## config.mk

```make
export PLATFORM = sky130hd
export DESIGN_NAME = smoothstep_trajectory_generator_unit_flat
export DESIGN_NICKNAME = d
export VERILOG_FILES = /design/src/hdl/stg_pkg.sv /design/src/hdl/stg_if.sv /design/src/hdl/stg_divider.sv /design/src/hdl/stg_datapath.sv /design/src/hdl/stg_ctrl.sv /design/src/hdl/smoothstep_trajectory_generator_unit.sv /design/src/flat_wrapper.sv
export SDC_FILE = /design/constraint.sdc
export NUM_CORES = 2
export LEC_CHECK = 0
export ABC_AREA = 1
export BUFFER_PORTS_ARGS = -buffer_cell sky130_fd_sc_hd__buf_4
export CELL_PAD_IN_SITES_DETAIL_PLACEMENT = 1
export CELL_PAD_IN_SITES_GLOBAL_PLACEMENT = 2
export CORE_MARGIN = 1
export CORE_UTILIZATION = 39
export CTS_CLUSTER_SIZE = 14
export DETAILED_ROUTE_END_ITERATION = 10
export HOLD_SLACK_MARGIN = 0.1
export PLACE_DENSITY_LB_ADDON = 0.1
export SLEW_MARGIN = 20
export SYNTH_ARGS = -nofsm -noshare
export SYNTH_HDL_FRONTEND = slang
export SYNTH_HIERARCHICAL = 1
export SYNTH_SLANG_ARGS = --single-unit
```

## constraint.sdc

```tcl
create_clock -name clk_i -period 35.7 [get_ports clk_i]
set_input_delay 8.925 -clock clk_i [delete_from_list [all_inputs] [get_ports clk_i]]
set_output_delay 8.925 -clock clk_i [all_outputs]
set_load 0.05 [all_outputs]
```

## src/hdl/stg_pkg.sv

```systemverilog
// Shared types and constants of the smoothstep trajectory generator.
package stg_pkg;

  localparam int NumFingersDef = 6;

  localparam int PosW  = 14;
  localparam int TimeW = 18;
  localparam int SpdW  = 9;
  localparam int OpW   = 2;
  localparam int FingW = 3;

  // Divider: a 34-bit dividend covers elapsed << 16.
  localparam int DvdW = 34;
  localparam int CntW = 6;
  localparam int QW   = 16;

  localparam logic [PosW-1:0]  PosMax   = 14'd10000;
  localparam logic [TimeW-1:0] TimeMax  = 18'h3FFFF;
  localparam logic [TimeW:0]   TickStep = 19'd2;
  localparam logic [SpdW-1:0]  SpdMin   = 9'd1;
  localparam logic [SpdW-1:0]  SpdMax   = 9'd270;
  localparam logic [SpdW-1:0]  SpdReset = 9'd90;
  localparam logic [TimeW-1:0] DistMul  = 18'd18;
  // 3.0 in Q16, the constant term of the smoothstep factor (3 - 2t).
  localparam logic [TimeW-1:0] ThreeQ16 = 18'd196608;
  localparam logic [31:0]      RoundHalf = 32'd32768;

  typedef enum logic [OpW-1:0] {
    OpTick = 2'd0,
    OpSet  = 2'd1,
    OpStop = 2'd2,
    OpNop  = 2'd3
  } opcode_e;

  typedef struct packed {
    logic capture;
    logic clear_idx;
    logic next_idx;
    logic eval;
    logic div_start;
    logic dur_write;
    logic mul1;
    logic mul2;
    logic mul3;
    logic emit;
  } cmd_t;

  typedef struct packed {
    logic tick_div;
    logic set_div;
    logic is_tick;
    logic last;
    logic div_busy;
    logic out_free;
  } status_t;

endpackage

```

## src/hdl/stg_if.sv

```systemverilog
// Valid/ready channel interfaces for input items, results and the speed register.
interface stg_in_if;
  logic                        valid;
  logic                        ready;
  logic [stg_pkg::OpW-1:0]     opcode;
  logic [stg_pkg::FingW-1:0]   finger;
  logic [stg_pkg::PosW-1:0]    target_hundredths;

  modport source (output valid, opcode, finger, target_hundredths, input ready);
  modport sink   (input valid, opcode, finger, target_hundredths, output ready);
endinterface

interface stg_out_if;
  logic                        valid;
  logic                        ready;
  logic [stg_pkg::FingW-1:0]   finger_out;
  logic [stg_pkg::PosW-1:0]    reference_hundredths;
  logic                        moving;
  logic                        last;

  modport source (output valid, finger_out, reference_hundredths, moving, last, input ready);
  modport sink   (input valid, finger_out, reference_hundredths, moving, last, output ready);
endinterface

interface stg_cfg_if;
  logic                        valid;
  logic                        ready;
  logic [stg_pkg::SpdW-1:0]    speed_wdata;

  modport source (output valid, speed_wdata, input ready);
  modport sink   (input valid, speed_wdata, output ready);
endinterface

```

## src/hdl/stg_divider.sv

```systemverilog
// Restoring divider, one quotient bit per cycle.
module stg_divider (
  input  logic                        clk_i,
  input  logic                        rst_ni,
  input  logic                        start_i,
  input  logic [stg_pkg::DvdW-1:0]    dividend_i,
  input  logic [stg_pkg::TimeW-1:0]   divisor_i,
  output logic [stg_pkg::DvdW-1:0]    quotient_o,
  output logic                        busy_o
);

  logic [stg_pkg::DvdW-1:0]  dvd_q;
  logic [stg_pkg::TimeW-1:0] dsr_q;
  logic [stg_pkg::TimeW-1:0] rem_q;
  logic [stg_pkg::CntW-1:0]  cnt_q;
  logic                      busy_q;

  logic [stg_pkg::TimeW:0]   rem_sh;
  logic [stg_pkg::TimeW:0]   rem_sub;
  logic                      ge;

  assign rem_sh  = {rem_q, dvd_q[stg_pkg::DvdW-1]};
  assign ge      = rem_sh >= {1'b0, dsr_q};
  assign rem_sub = rem_sh - {1'b0, dsr_q};

  always_ff @(posedge clk_i or negedge rst_ni) begin
    if (!rst_ni) begin
      busy_q <= 1'b0;
      cnt_q  <= '0;
    end else if (start_i) begin
      busy_q <= 1'b1;
      cnt_q  <= '0;
    end else if (busy_q) begin
      cnt_q <= cnt_q + 1'b1;
      if (cnt_q == stg_pkg::CntW'(stg_pkg::DvdW - 1)) begin
        busy_q <= 1'b0;
      end
    end
  end

  // The quotient bits shift into the dividend register from the bottom.
  always_ff @(posedge clk_i) begin
    if (start_i) begin
      dvd_q <= dividend_i;
      dsr_q <= divisor_i;
      rem_q <= '0;
    end else if (busy_q) begin
      rem_q <= ge ? rem_sub[stg_pkg::TimeW-1:0] : rem_sh[stg_pkg::TimeW-1:0];
      dvd_q <= {dvd_q[stg_pkg::DvdW-2:0], ge};
    end
  end

  assign quotient_o = dvd_q;
  assign busy_o     = busy_q;

endmodule

```

## src/hdl/stg_datapath.sv

```systemverilog
// Per-finger state, duration and blend arithmetic, and the result register.
module stg_datapath #(
  parameter int NUM_FINGERS = stg_pkg::NumFingersDef
) (
  input  logic                        clk_i,
  input  logic                        rst_ni,
  input  stg_pkg::cmd_t               cmd_i,
  output stg_pkg::status_t            status_o,
  input  logic [stg_pkg::OpW-1:0]     opcode_i,
  input  logic [stg_pkg::FingW-1:0]   finger_i,
  input  logic [stg_pkg::PosW-1:0]    target_i,
  input  logic                        cfg_we_i,
  input  logic [stg_pkg::SpdW-1:0]    cfg_speed_i,
  input  logic                        out_ready_i,
  output logic                        out_valid_o,
  output logic [stg_pkg::FingW-1:0]   finger_out_o,
  output logic [stg_pkg::PosW-1:0]    reference_o,
  output logic                        moving_o,
  output logic                        last_o
);

  localparam int IdxW = (NUM_FINGERS > 1) ? $clog2(NUM_FINGERS) : 1;
  localparam int PosW = stg_pkg::PosW;
  localparam int TimeW = stg_pkg::TimeW;

  logic [PosW-1:0]  start_q   [NUM_FINGERS];
  logic [PosW-1:0]  target_q  [NUM_FINGERS];
  logic [PosW-1:0]  ref_q     [NUM_FINGERS];
  logic [TimeW-1:0] elapsed_q [NUM_FINGERS];
  logic [TimeW-1:0] dur_q     [NUM_FINGERS];
  logic             moving_q  [NUM_FINGERS];

  logic [IdxW-1:0]          idx_q;
  logic [stg_pkg::OpW-1:0]  op_q;
  logic [stg_pkg::FingW-1:0] fin_q;
  logic [PosW-1:0]          tgt_q;
  logic [stg_pkg::SpdW-1:0] spd_q;

  logic [31:0]      p1_q;
  logic [TimeW-1:0] k_q;
  logic [16:0]      alpha_q;

  logic             out_valid_q;
  logic [stg_pkg::FingW-1:0] out_fin_q;
  logic [PosW-1:0]  out_ref_q;
  logic             out_mov_q;
  logic             out_last_q;

  logic [31:0]      idx_ext;
  logic             is_last;
  logic             sel;
  logic [PosW-1:0]  cur_ref;
  logic [PosW-1:0]  cur_s;
  logic [PosW-1:0]  cur_g;
  logic [TimeW-1:0] cur_dur;
  logic             cur_mov;
  logic [TimeW:0]   e_sum;
  logic [TimeW-1:0] e_w;
  logic [PosW-1:0]  travel;
  logic [TimeW-1:0] travel18;
  logic [stg_pkg::SpdW-1:0] spd_c;
  logic [PosW-1:0]  diff;
  logic [stg_pkg::QW-1:0] t_w;
  logic [stg_pkg::DvdW-1:0] quot;
  logic             div_busy;
  logic             is_tick;
  logic             is_set;
  logic             is_stop;
  logic [stg_pkg::DvdW-1:0] dvd_sel;
  logic [TimeW-1:0] dsr_sel;
  logic [49:0]      prod2;
  logic [31:0]      prod3;
  logic [15:0]      step_raw;
  logic [PosW-1:0]  step;
  logic [PosW-1:0]  blend_ref;
  logic [TimeW-1:0] dur_new;
  logic             out_free;
  logic [PosW-1:0]  tgt_clamp;

  assign idx_ext = 32'(idx_q);
  assign is_last = idx_ext == 32'(NUM_FINGERS - 1);
  assign sel     = 32'(fin_q) == idx_ext;
  assign is_tick = op_q == stg_pkg::OpTick;
  assign is_set  = op_q == stg_pkg::OpSet;
  assign is_stop = op_q == stg_pkg::OpStop;

  assign cur_ref = ref_q[idx_q];
  assign cur_s   = start_q[idx_q];
  assign cur_g   = target_q[idx_q];
  assign cur_dur = dur_q[idx_q];
  assign cur_mov = moving_q[idx_q];

  assign e_sum = {1'b0, elapsed_q[idx_q]} + stg_pkg::TickStep;
  assign e_w   = (e_sum > {1'b0, stg_pkg::TimeMax}) ? stg_pkg::TimeMax : e_sum[TimeW-1:0];

  assign travel   = (tgt_q >= cur_ref) ? tgt_q - cur_ref : cur_ref - tgt_q;
  assign travel18 = TimeW'(travel) * stg_pkg::DistMul;
  assign spd_c  = (spd_q < stg_pkg::SpdMin) ? stg_pkg::SpdMin :
                  (spd_q > stg_pkg::SpdMax) ? stg_pkg::SpdMax : spd_q;

  assign diff = (cur_g >= cur_s) ? cur_g - cur_s : cur_s - cur_g;

  assign dvd_sel = is_tick ? {e_w, {stg_pkg::QW{1'b0}}} : stg_pkg::DvdW'(travel18);
  assign dsr_sel = is_tick ? cur_dur : TimeW'(spd_c);

  stg_divider u_div (
    .clk_i      (clk_i),
    .rst_ni     (rst_ni),
    .start_i    (cmd_i.div_start),
    .dividend_i (dvd_sel),
    .divisor_i  (dsr_sel),
    .quotient_o (quot),
    .busy_o     (div_busy)
  );

  assign t_w     = quot[stg_pkg::QW-1:0];
  assign dur_new = (quot[TimeW-1:0] == '0) ? TimeW'(1) : quot[TimeW-1:0];

  assign prod2    = 50'(p1_q) * 50'(k_q);
  assign prod3    = 32'(alpha_q) * 32'(diff) + stg_pkg::RoundHalf;
  assign step_raw = prod3[31:16];
  assign step     = (step_raw > 16'(diff)) ? diff : step_raw[PosW-1:0];
  assign blend_ref = (cur_g >= cur_s) ? cur_s + step : cur_s - step;

  assign tgt_clamp = (target_i > stg_pkg::PosMax) ? stg_pkg::PosMax : target_i;

  // Item register, finger counter and speed register.
  always_ff @(posedge clk_i or negedge rst_ni) begin
    if (!rst_ni) begin
      idx_q <= '0;
      op_q  <= stg_pkg::OpNop;
      fin_q <= '0;
      tgt_q <= '0;
      spd_q <= stg_pkg::SpdReset;
    end else begin
      if (cmd_i.capture) begin
        op_q  <= opcode_i;
        fin_q <= finger_i;
        tgt_q <= tgt_clamp;
      end
      if (cmd_i.clear_idx) begin
        idx_q <= '0;
      end else if (cmd_i.next_idx) begin
        idx_q <= idx_q + 1'b1;
      end
      if (cfg_we_i) begin
        spd_q <= cfg_speed_i;
      end
    end
  end

  // Per-finger state updates, all at the current finger.
  always_ff @(posedge clk_i or negedge rst_ni) begin
    if (!rst_ni) begin
      for (int i = 0; i < NUM_FINGERS; i++) begin
        start_q[i]   <= '0;
        target_q[i]  <= '0;
        ref_q[i]     <= '0;
        elapsed_q[i] <= '0;
        dur_q[i]     <= '0;
        moving_q[i]  <= 1'b0;
      end
    end else begin
      if (cmd_i.eval) begin
        if (is_tick && cur_mov) begin
          elapsed_q[idx_q] <= e_w;
          if (e_w >= cur_dur) begin
            ref_q[idx_q]    <= cur_g;
            moving_q[idx_q] <= 1'b0;
          end
        end else if (is_set && sel) begin
          start_q[idx_q]   <= cur_ref;
          target_q[idx_q]  <= tgt_q;
          elapsed_q[idx_q] <= '0;
          dur_q[idx_q]     <= TimeW'(1);
          moving_q[idx_q]  <= travel > PosW'(1);
          if (travel <= PosW'(1)) begin
            ref_q[idx_q] <= tgt_q;
          end
        end else if (is_stop) begin
          start_q[idx_q]   <= cur_ref;
          target_q[idx_q]  <= cur_ref;
          elapsed_q[idx_q] <= '0;
          dur_q[idx_q]     <= '0;
          moving_q[idx_q]  <= 1'b0;
        end
      end
      if (cmd_i.dur_write) begin
        dur_q[idx_q] <= dur_new;
      end
      if (cmd_i.mul3) begin
        ref_q[idx_q] <= blend_ref;
      end
    end
  end

  // Smoothstep: t*t, then times (3 - 2t), then scaled by the distance.
  always_ff @(posedge clk_i) begin
    if (cmd_i.mul1) begin
      p1_q <= 32'(t_w) * 32'(t_w);
      k_q  <= stg_pkg::ThreeQ16 - {1'b0, t_w, 1'b0};
    end
    if (cmd_i.mul2) begin
      alpha_q <= prod2[48:32];
    end
  end

  assign out_free = !out_valid_q || out_ready_i;

  always_ff @(posedge clk_i or negedge rst_ni) begin
    if (!rst_ni) begin
      out_valid_q <= 1'b0;
    end else if (cmd_i.emit) begin
      out_valid_q <= 1'b1;
    end else if (out_ready_i) begin
      out_valid_q <= 1'b0;
    end
  end

  always_ff @(posedge clk_i) begin
    if (cmd_i.emit) begin
      out_fin_q  <= idx_ext[stg_pkg::FingW-1:0];
      out_ref_q  <= cur_ref;
      out_mov_q  <= cur_mov;
      out_last_q <= is_last;
    end
  end

  assign status_o.tick_div = is_tick && cur_mov && (e_w < cur_dur);
  assign status_o.set_div  = is_set && sel && (travel > PosW'(1));
  assign status_o.is_tick  = is_tick;
  assign status_o.last     = is_last;
  assign status_o.div_busy = div_busy;
  assign status_o.out_free = out_free;

  assign out_valid_o  = out_valid_q;
  assign finger_out_o = out_fin_q;
  assign reference_o  = out_ref_q;
  assign moving_o     = out_mov_q;
  assign last_o       = out_last_q;

endmodule

```

## src/hdl/stg_ctrl.sv

```systemverilog
// Sequencer that walks the fingers of one item and steps the datapath.
module stg_ctrl (
  input  logic              clk_i,
  input  logic              rst_ni,
  input  logic              in_valid_i,
  output logic              in_ready_o,
  input  stg_pkg::status_t  status_i,
  output stg_pkg::cmd_t     cmd_o
);

  localparam logic [2:0] SIdle = 3'd0;
  localparam logic [2:0] SEval = 3'd1;
  localparam logic [2:0] SDiv  = 3'd2;
  localparam logic [2:0] SMul1 = 3'd3;
  localparam logic [2:0] SMul2 = 3'd4;
  localparam logic [2:0] SMul3 = 3'd5;
  localparam logic [2:0] SEmit = 3'd6;

  logic [2:0] state_q;
  logic [2:0] state_d;

  always_comb begin
    state_d = state_q;
    cmd_o   = '0;
    case (state_q)
      SIdle: begin
        if (in_valid_i) begin
          cmd_o.capture   = 1'b1;
          cmd_o.clear_idx = 1'b1;
          state_d         = SEval;
        end
      end
      SEval: begin
        cmd_o.eval = 1'b1;
        if (status_i.tick_div || status_i.set_div) begin
          cmd_o.div_start = 1'b1;
          state_d         = SDiv;
        end else begin
          state_d = SEmit;
        end
      end
      SDiv: begin
        if (!status_i.div_busy) begin
          if (status_i.is_tick) begin
            state_d = SMul1;
          end else begin
            cmd_o.dur_write = 1'b1;
            state_d         = SEmit;
          end
        end
      end
      SMul1: begin
        cmd_o.mul1 = 1'b1;
        state_d    = SMul2;
      end
      SMul2: begin
        cmd_o.mul2 = 1'b1;
        state_d    = SMul3;
      end
      SMul3: begin
        cmd_o.mul3 = 1'b1;
        state_d    = SEmit;
      end
      SEmit: begin
        // The result register takes this finger once the previous result has left.
        if (status_i.out_free) begin
          cmd_o.emit = 1'b1;
          if (status_i.last) begin
            state_d = SIdle;
          end else begin
            cmd_o.next_idx = 1'b1;
            state_d        = SEval;
          end
        end
      end
      default: begin
        state_d = SIdle;
      end
    endcase
  end

  always_ff @(posedge clk_i or negedge rst_ni) begin
    if (!rst_ni) begin
      state_q <= SIdle;
    end else begin
      state_q <= state_d;
    end
  end

  assign in_ready_o = state_q == SIdle;

endmodule

```

## src/hdl/smoothstep_trajectory_generator_unit.sv

```systemverilog
// Each finger is evaluated after acceptance and then loaded into the result register;
// a moving finger on a tick that has not yet reached its duration also passes the
// shared divider (elapsed/duration) and three multiply stages, the target finger of a
// set-target that must travel only the divider. The next transaction is accepted the
// cycle after the last result is loaded, and each stalled result holds.
// Reset: every finger at position zero, not moving; speed register 90 deg/s.
module smoothstep_trajectory_generator_unit #(
  parameter int NUM_FINGERS = stg_pkg::NumFingersDef
) (
  input  logic     clk_i,
  input  logic     rst_ni,
  stg_in_if.sink   in_i,
  stg_cfg_if.sink  cfg_i,
  stg_out_if.source out_o
);

  stg_pkg::cmd_t    cmd;
  stg_pkg::status_t status;
  logic             in_ready;

  assign in_i.ready  = in_ready;
  assign cfg_i.ready = 1'b1;

  stg_ctrl u_ctrl (
    .clk_i      (clk_i),
    .rst_ni     (rst_ni),
    .in_valid_i (in_i.valid),
    .in_ready_o (in_ready),
    .status_i   (status),
    .cmd_o      (cmd)
  );

  stg_datapath #(
    .NUM_FINGERS (NUM_FINGERS)
  ) u_dp (
    .clk_i        (clk_i),
    .rst_ni       (rst_ni),
    .cmd_i        (cmd),
    .status_o     (status),
    .opcode_i     (in_i.opcode),
    .finger_i     (in_i.finger),
    .target_i     (in_i.target_hundredths),
    .cfg_we_i     (cfg_i.valid),
    .cfg_speed_i  (cfg_i.speed_wdata),
    .out_ready_i  (out_o.ready),
    .out_valid_o  (out_o.valid),
    .finger_out_o (out_o.finger_out),
    .reference_o  (out_o.reference_hundredths),
    .moving_o     (out_o.moving),
    .last_o       (out_o.last)
  );

endmodule
```

## src/flat_wrapper.sv

```systemverilog
// flat-port wrapper written by rule: the top's interface ports become plain ports
module smoothstep_trajectory_generator_unit_flat 
#(
  parameter int NUM_FINGERS = stg_pkg::NumFingersDef
)
  (clk_i, rst_ni, in_i_valid, in_i_opcode, in_i_finger, in_i_target_hundredths, in_i_ready, cfg_i_valid, cfg_i_speed_wdata, cfg_i_ready, out_o_valid, out_o_finger_out, out_o_reference_hundredths, out_o_moving, out_o_last, out_o_ready);
  stg_in_if in_i_i ();
  stg_cfg_if cfg_i_i ();
  stg_out_if out_o_i ();
  input  logic clk_i;
  input  logic rst_ni;
  input wire logic [$bits(in_i_i.valid)-1:0] in_i_valid;
  input wire logic [$bits(in_i_i.opcode)-1:0] in_i_opcode;
  input wire logic [$bits(in_i_i.finger)-1:0] in_i_finger;
  input wire logic [$bits(in_i_i.target_hundredths)-1:0] in_i_target_hundredths;
  output wire logic [$bits(in_i_i.ready)-1:0] in_i_ready;
  input wire logic [$bits(cfg_i_i.valid)-1:0] cfg_i_valid;
  input wire logic [$bits(cfg_i_i.speed_wdata)-1:0] cfg_i_speed_wdata;
  output wire logic [$bits(cfg_i_i.ready)-1:0] cfg_i_ready;
  output wire logic [$bits(out_o_i.valid)-1:0] out_o_valid;
  output wire logic [$bits(out_o_i.finger_out)-1:0] out_o_finger_out;
  output wire logic [$bits(out_o_i.reference_hundredths)-1:0] out_o_reference_hundredths;
  output wire logic [$bits(out_o_i.moving)-1:0] out_o_moving;
  output wire logic [$bits(out_o_i.last)-1:0] out_o_last;
  input wire logic [$bits(out_o_i.ready)-1:0] out_o_ready;
  assign in_i_i.valid = in_i_valid;
  assign in_i_i.opcode = in_i_opcode;
  assign in_i_i.finger = in_i_finger;
  assign in_i_i.target_hundredths = in_i_target_hundredths;
  assign in_i_ready = in_i_i.ready;
  assign cfg_i_i.valid = cfg_i_valid;
  assign cfg_i_i.speed_wdata = cfg_i_speed_wdata;
  assign cfg_i_ready = cfg_i_i.ready;
  assign out_o_valid = out_o_i.valid;
  assign out_o_finger_out = out_o_i.finger_out;
  assign out_o_reference_hundredths = out_o_i.reference_hundredths;
  assign out_o_moving = out_o_i.moving;
  assign out_o_last = out_o_i.last;
  assign out_o_i.ready = out_o_ready;
  smoothstep_trajectory_generator_unit #(.NUM_FINGERS(NUM_FINGERS)) u_core (.clk_i(clk_i), .rst_ni(rst_ni), .in_i(in_i_i), .cfg_i(cfg_i_i), .out_o(out_o_i));
endmodule
```

==> results_dict.tcl <==
set metrics [dict create \
    status "finished, final reports clean" \
    placed_area_mm2 0.0743 \
    post_synth_num_cell_types 74 \
    grt_pass1_vias 66641 \
    yosys_register_bits 669 \
    clockRootBuffer "clkbuf_16" \
    antenna_found_initial 9 \
    grt_pass1_wl_um 430000 \
    die_y_um 430 \
    grt_max_degree 154 \
    path_buf_inv 17 \
    hold_class "reg -> reg" \
    antenna_left 0 \
    max-cap-violations 0 \
    synth_top_family_by_area "adder cells" \
    synth-edff-count 135 \
    avgSynthCellArea_um2 7.84 \
    viasPerCell 5.50 \
    dieArea_mm2 0.185 \
    cp_slowest_cell "nor3_1" \
    setup_tns_ns 0 \
    synthFlopType "dfrtp_1" \
    final_nets 10283 \
    relSlewSlack_pct 20.1 \
    worstPathArrival_ns 16.94 \
    preCtsSetupSlack_ns 19.64 \
    yosys_warnings 6 \
    rows 156 \
    post_cts_buffers 0 \
    clock_latency_ns 0.74 \
    drt-total-wl_um 284000 \
    synth_compound_area_share_pct 10.8 \
    track_usage_pct 30.8 \
    holdBufCountCts 0 \
    dp_hpwl_um 210000 \
    wl_per_cell_um 24.9 \
    grt_overflow 0 \
    num_vias 62740 \
    portBuffers 53 \
    clockBufferDepth 3 \
    cts_tree "done" \
    dr.pass1.iters 5 \
    synth_nets 10427 \
    path_delay_family "adder cells" \
    place.gp.congestion 0.940 \
    stdcell_area_mm2 0.0773 \
    synth_xor_xnor_area_share_pct 1.97 \
    h-tree-depth 3 \
    finClkSkew_ns 0.0630 \
    synth_cells 9107 \
    io_pins 55 \
    cts_resized 0 \
    end_kind "register" \
    period_needed_ns 16.35 \
    synthArstFlopShare_pct 77.1 \
    tightest_slew_ns 1.20 \
    cp_max_fo 29 \
    drtIter0Drc 4726 \
    finalCritPeriodShare_pct 45.8 \
    cp-start-kind "register" \
    syn_to_final_growth_pct 8.36 \
    synth_fa_ha_area_share_pct 30.8 \
    drive_gt1_share_pct 5.79 \
    slowest_delay_ns 0.73 \
    crit_top_cell "nand2_1" \
    syn_area_mm2 0.0714 \
    fillers 21993 \
    core_area_mm2 0.181 \
    clk_pin_slew_worst_paths_ns 0.07 \
    critPathRequiredTime_ns 36.29 \
    hold_violations 0 \
    die_w_um 430 \
    fmax_ghz 0.0612 \
    yosysSeqAreaShare_pct 24.3 \
    cts_buffers 85 \
    start_util_pct 39.4 \
    post-route-drc-count 0 \
    rsz0062_at_grt "no" \
    critical_path_class "reg -> reg" \
    setup_viol 0 \
    clock_sinks 669 \
    synthMuxAreaShare_pct 0.0736 \
    synthSimpleGateAreaFrac_pct 20.0 \
    worst_slack_ns 19.35 \
    drv_slew 0 \
]
## cells in the mapped netlist (20+ instances only)
| master | count | area share, % |
|---|---|---|
| a31oi_1 | 78 | 0.68 |
| inv_1 | 1741 | 9.2 |
| nand2_1 | 2252 | 12 |
| fa_1 | 779 | 22 |
| nand4_1 | 147 | 1.3 |
| nand3b_1 | 23 | 0.24 |
| nor2_1 | 503 | 2.6 |
| a21oi_1 | 325 | 2.3 |
| inv_2 | 27 | 0.14 |
| edfxtp_1 | 135 | 5.7 |
| xnor2_1 | 51 | 0.63 |
| clkbuf_1 | 340 | 1.8 |
| buf_1 | 61 | 0.32 |
| o211ai_1 | 79 | 0.83 |
| xor2_1 | 108 | 1.3 |
| buf_2 | 31 | 0.22 |
| nand3_1 | 319 | 2.2 |
| a2bb2oi_1 | 34 | 0.42 |
| nor4_1 | 29 | 0.25 |
| a221oi_1 | 24 | 0.29 |
| ha_1 | 508 | 8.9 |
| nand3_2 | 20 | 0.28 |
| nor3_1 | 62 | 0.43 |
| o21ai_1 | 32 | 0.22 |
| o22ai_1 | 46 | 0.40 |
| clkinv_1 | 37 | 0.19 |
| o21ai_0 | 476 | 3.3 |
| a22oi_1 | 92 | 0.97 |
| dfrtp_1 | 510 | 18 |
## placed cells by master, fill, tap and decap left out, types with 11 or more instances in the layout
master	netlist	layout
o22ai_1	46	46
clkinv_2	0	15
xor2_1	108	108
nand3_2	20	20
ha_1	508	508
o21bai_1	12	12
o21a_1	12	12
nand4_1	147	147
nand3_1	319	319
xnor2_1	51	51
inv_2	27	30
clkinv_1	37	39
fa_1	779	779
buf_4	12	213
inv_1	1741	1737
clkbuf_1	340	18
edfxtp_1	135	135
dfrtp_1	510	510
o21ai_0	476	476
a31oi_1	78	78
a221oi_1	24	24
nor4_1	29	22
clkbuf_8	0	18
a21oi_1	325	325
dfxtp_1	18	18
a2bb2oi_1	34	34
o21ai_1	32	32
clkbuf_16	0	86
nand3b_1	23	23
nor3_1	62	59
nor2_1	503	483
o211ai_1	79	79
nand2_1	2252	2249
a21o_1	13	13
o2111ai_1	11	11
a22oi_1	92	92
o221ai_1	17	17
nor2_2	16	27
nand2_2	18	21
## logic make-up (layout without fill, tap and decap cells)
family                     count (synthesis)  count (layout)
DFF                                      669             669
buffers and inverters                   2258            2186
muxes                                      5               5
other                                      2               3
and+or+nand+nor                         3420            3420
AOI/OAI and AO/OA                       1306            1306
xor gates and xnor gates                 160             160
adders and majority gates               1287            1287
## metal layers
metal / up-vias / global-route usage [%] / part of all wire [%]
li1: 28202 / - / -
met2: 1749 / 48.7 / 45
met5: - / 0 / 0.0070
met4: 4 / 7.78 / 2.6
met1: 32448 / 44.0 / 46
met3: 337 / 4.59 / 6.2
## final timing paths
check	from	end	slack [ns]	depth (start not counted)
worst min register to register	u_core/u_dp/u_div/rem_q[11]$_SDFFE_PP0P_	u_core/u_dp/u_div/rem_q[11]$_SDFFE_PP0P_	0.47	2
worst max-delay path	u_core/u_dp/idx_q[0]$_DFFE_PN0P_	u_core/u_dp/ref_q[68]$_DFF_PN0_	19.35	69
min in group asynchronous	rst_ni	u_core/u_dp/out_valid_o$_DFFE_PN0P_	8.13	1
worst min-delay path	u_core/u_dp/u_div/rem_q[11]$_SDFFE_PP0P_	u_core/u_dp/u_div/rem_q[11]$_SDFFE_PP0P_	0.47	2
max in group asynchronous	rst_ni	u_core/u_dp/elapsed_q[70]$_DFFE_PN0P_	24.41	4
worst max register to register	u_core/u_dp/idx_q[0]$_DFFE_PN0P_	u_core/u_dp/ref_q[68]$_DFF_PN0_	19.35	69
## worst register-to-register path, delay by kind of cell (launching register included)
family | cells | cell delay, ns
flops | 1 | 0.55
buf+inv | 17 | 3.84
fa+ha+maj | 10 | 4.09
compound gates | 17 | 3.07
simple gates | 22 | 3.84
xor+xnor | 3 | 0.86
## state kept, by name (all words and copies together) (netlist names), 14 cells and up
register,cells
u_core/u_dp/alpha_q,17
u_core/u_dp/dur_q,108
u_core/u_dp/elapsed_q,108
u_core/u_dp/k_q,16
u_core/u_dp/p1_q,31
u_core/u_dp/ref_q,84
u_core/u_dp/reference_o,14
u_core/u_dp/start_q,84
u_core/u_dp/target_q,84
u_core/u_dp/tgt_q,14
u_core/u_dp/u_div/dsr_q,18
u_core/u_dp/u_div/quotient_o,34
u_core/u_dp/u_div/rem_q,18
## layout make-up
cell class,count,area [µm²],share of cell area [%]
Clock buffer,122,2470,3.19
Clock inverter,37,490,0.634
Multi-Input combinational cell,6180,45600,59.0
Sequential cell,669,17300,22.4
Antenna cell,1,2.50,0.00324
Inverter,1805,6780,8.76
Timing Repair Buffer,222,1700,2.20
Tap cell,2370,2970,3.83
## per-stage QoR
step           hold WS, ns  utilization (%)  std cells
2_1_floorplan        0.442                -       9107
3_3_place_gp         0.457             41.0      11240
3_5_place_dp         0.460             41.0      11245
4_1_cts              0.472             42.6      11404
5_1_grt              0.490             42.6      11406
6_report             0.471             42.6      11406
Power is left out: the tool's default activity adds up to more than one toggle a clock period on the data nets, which glitch-free logic cannot reach.
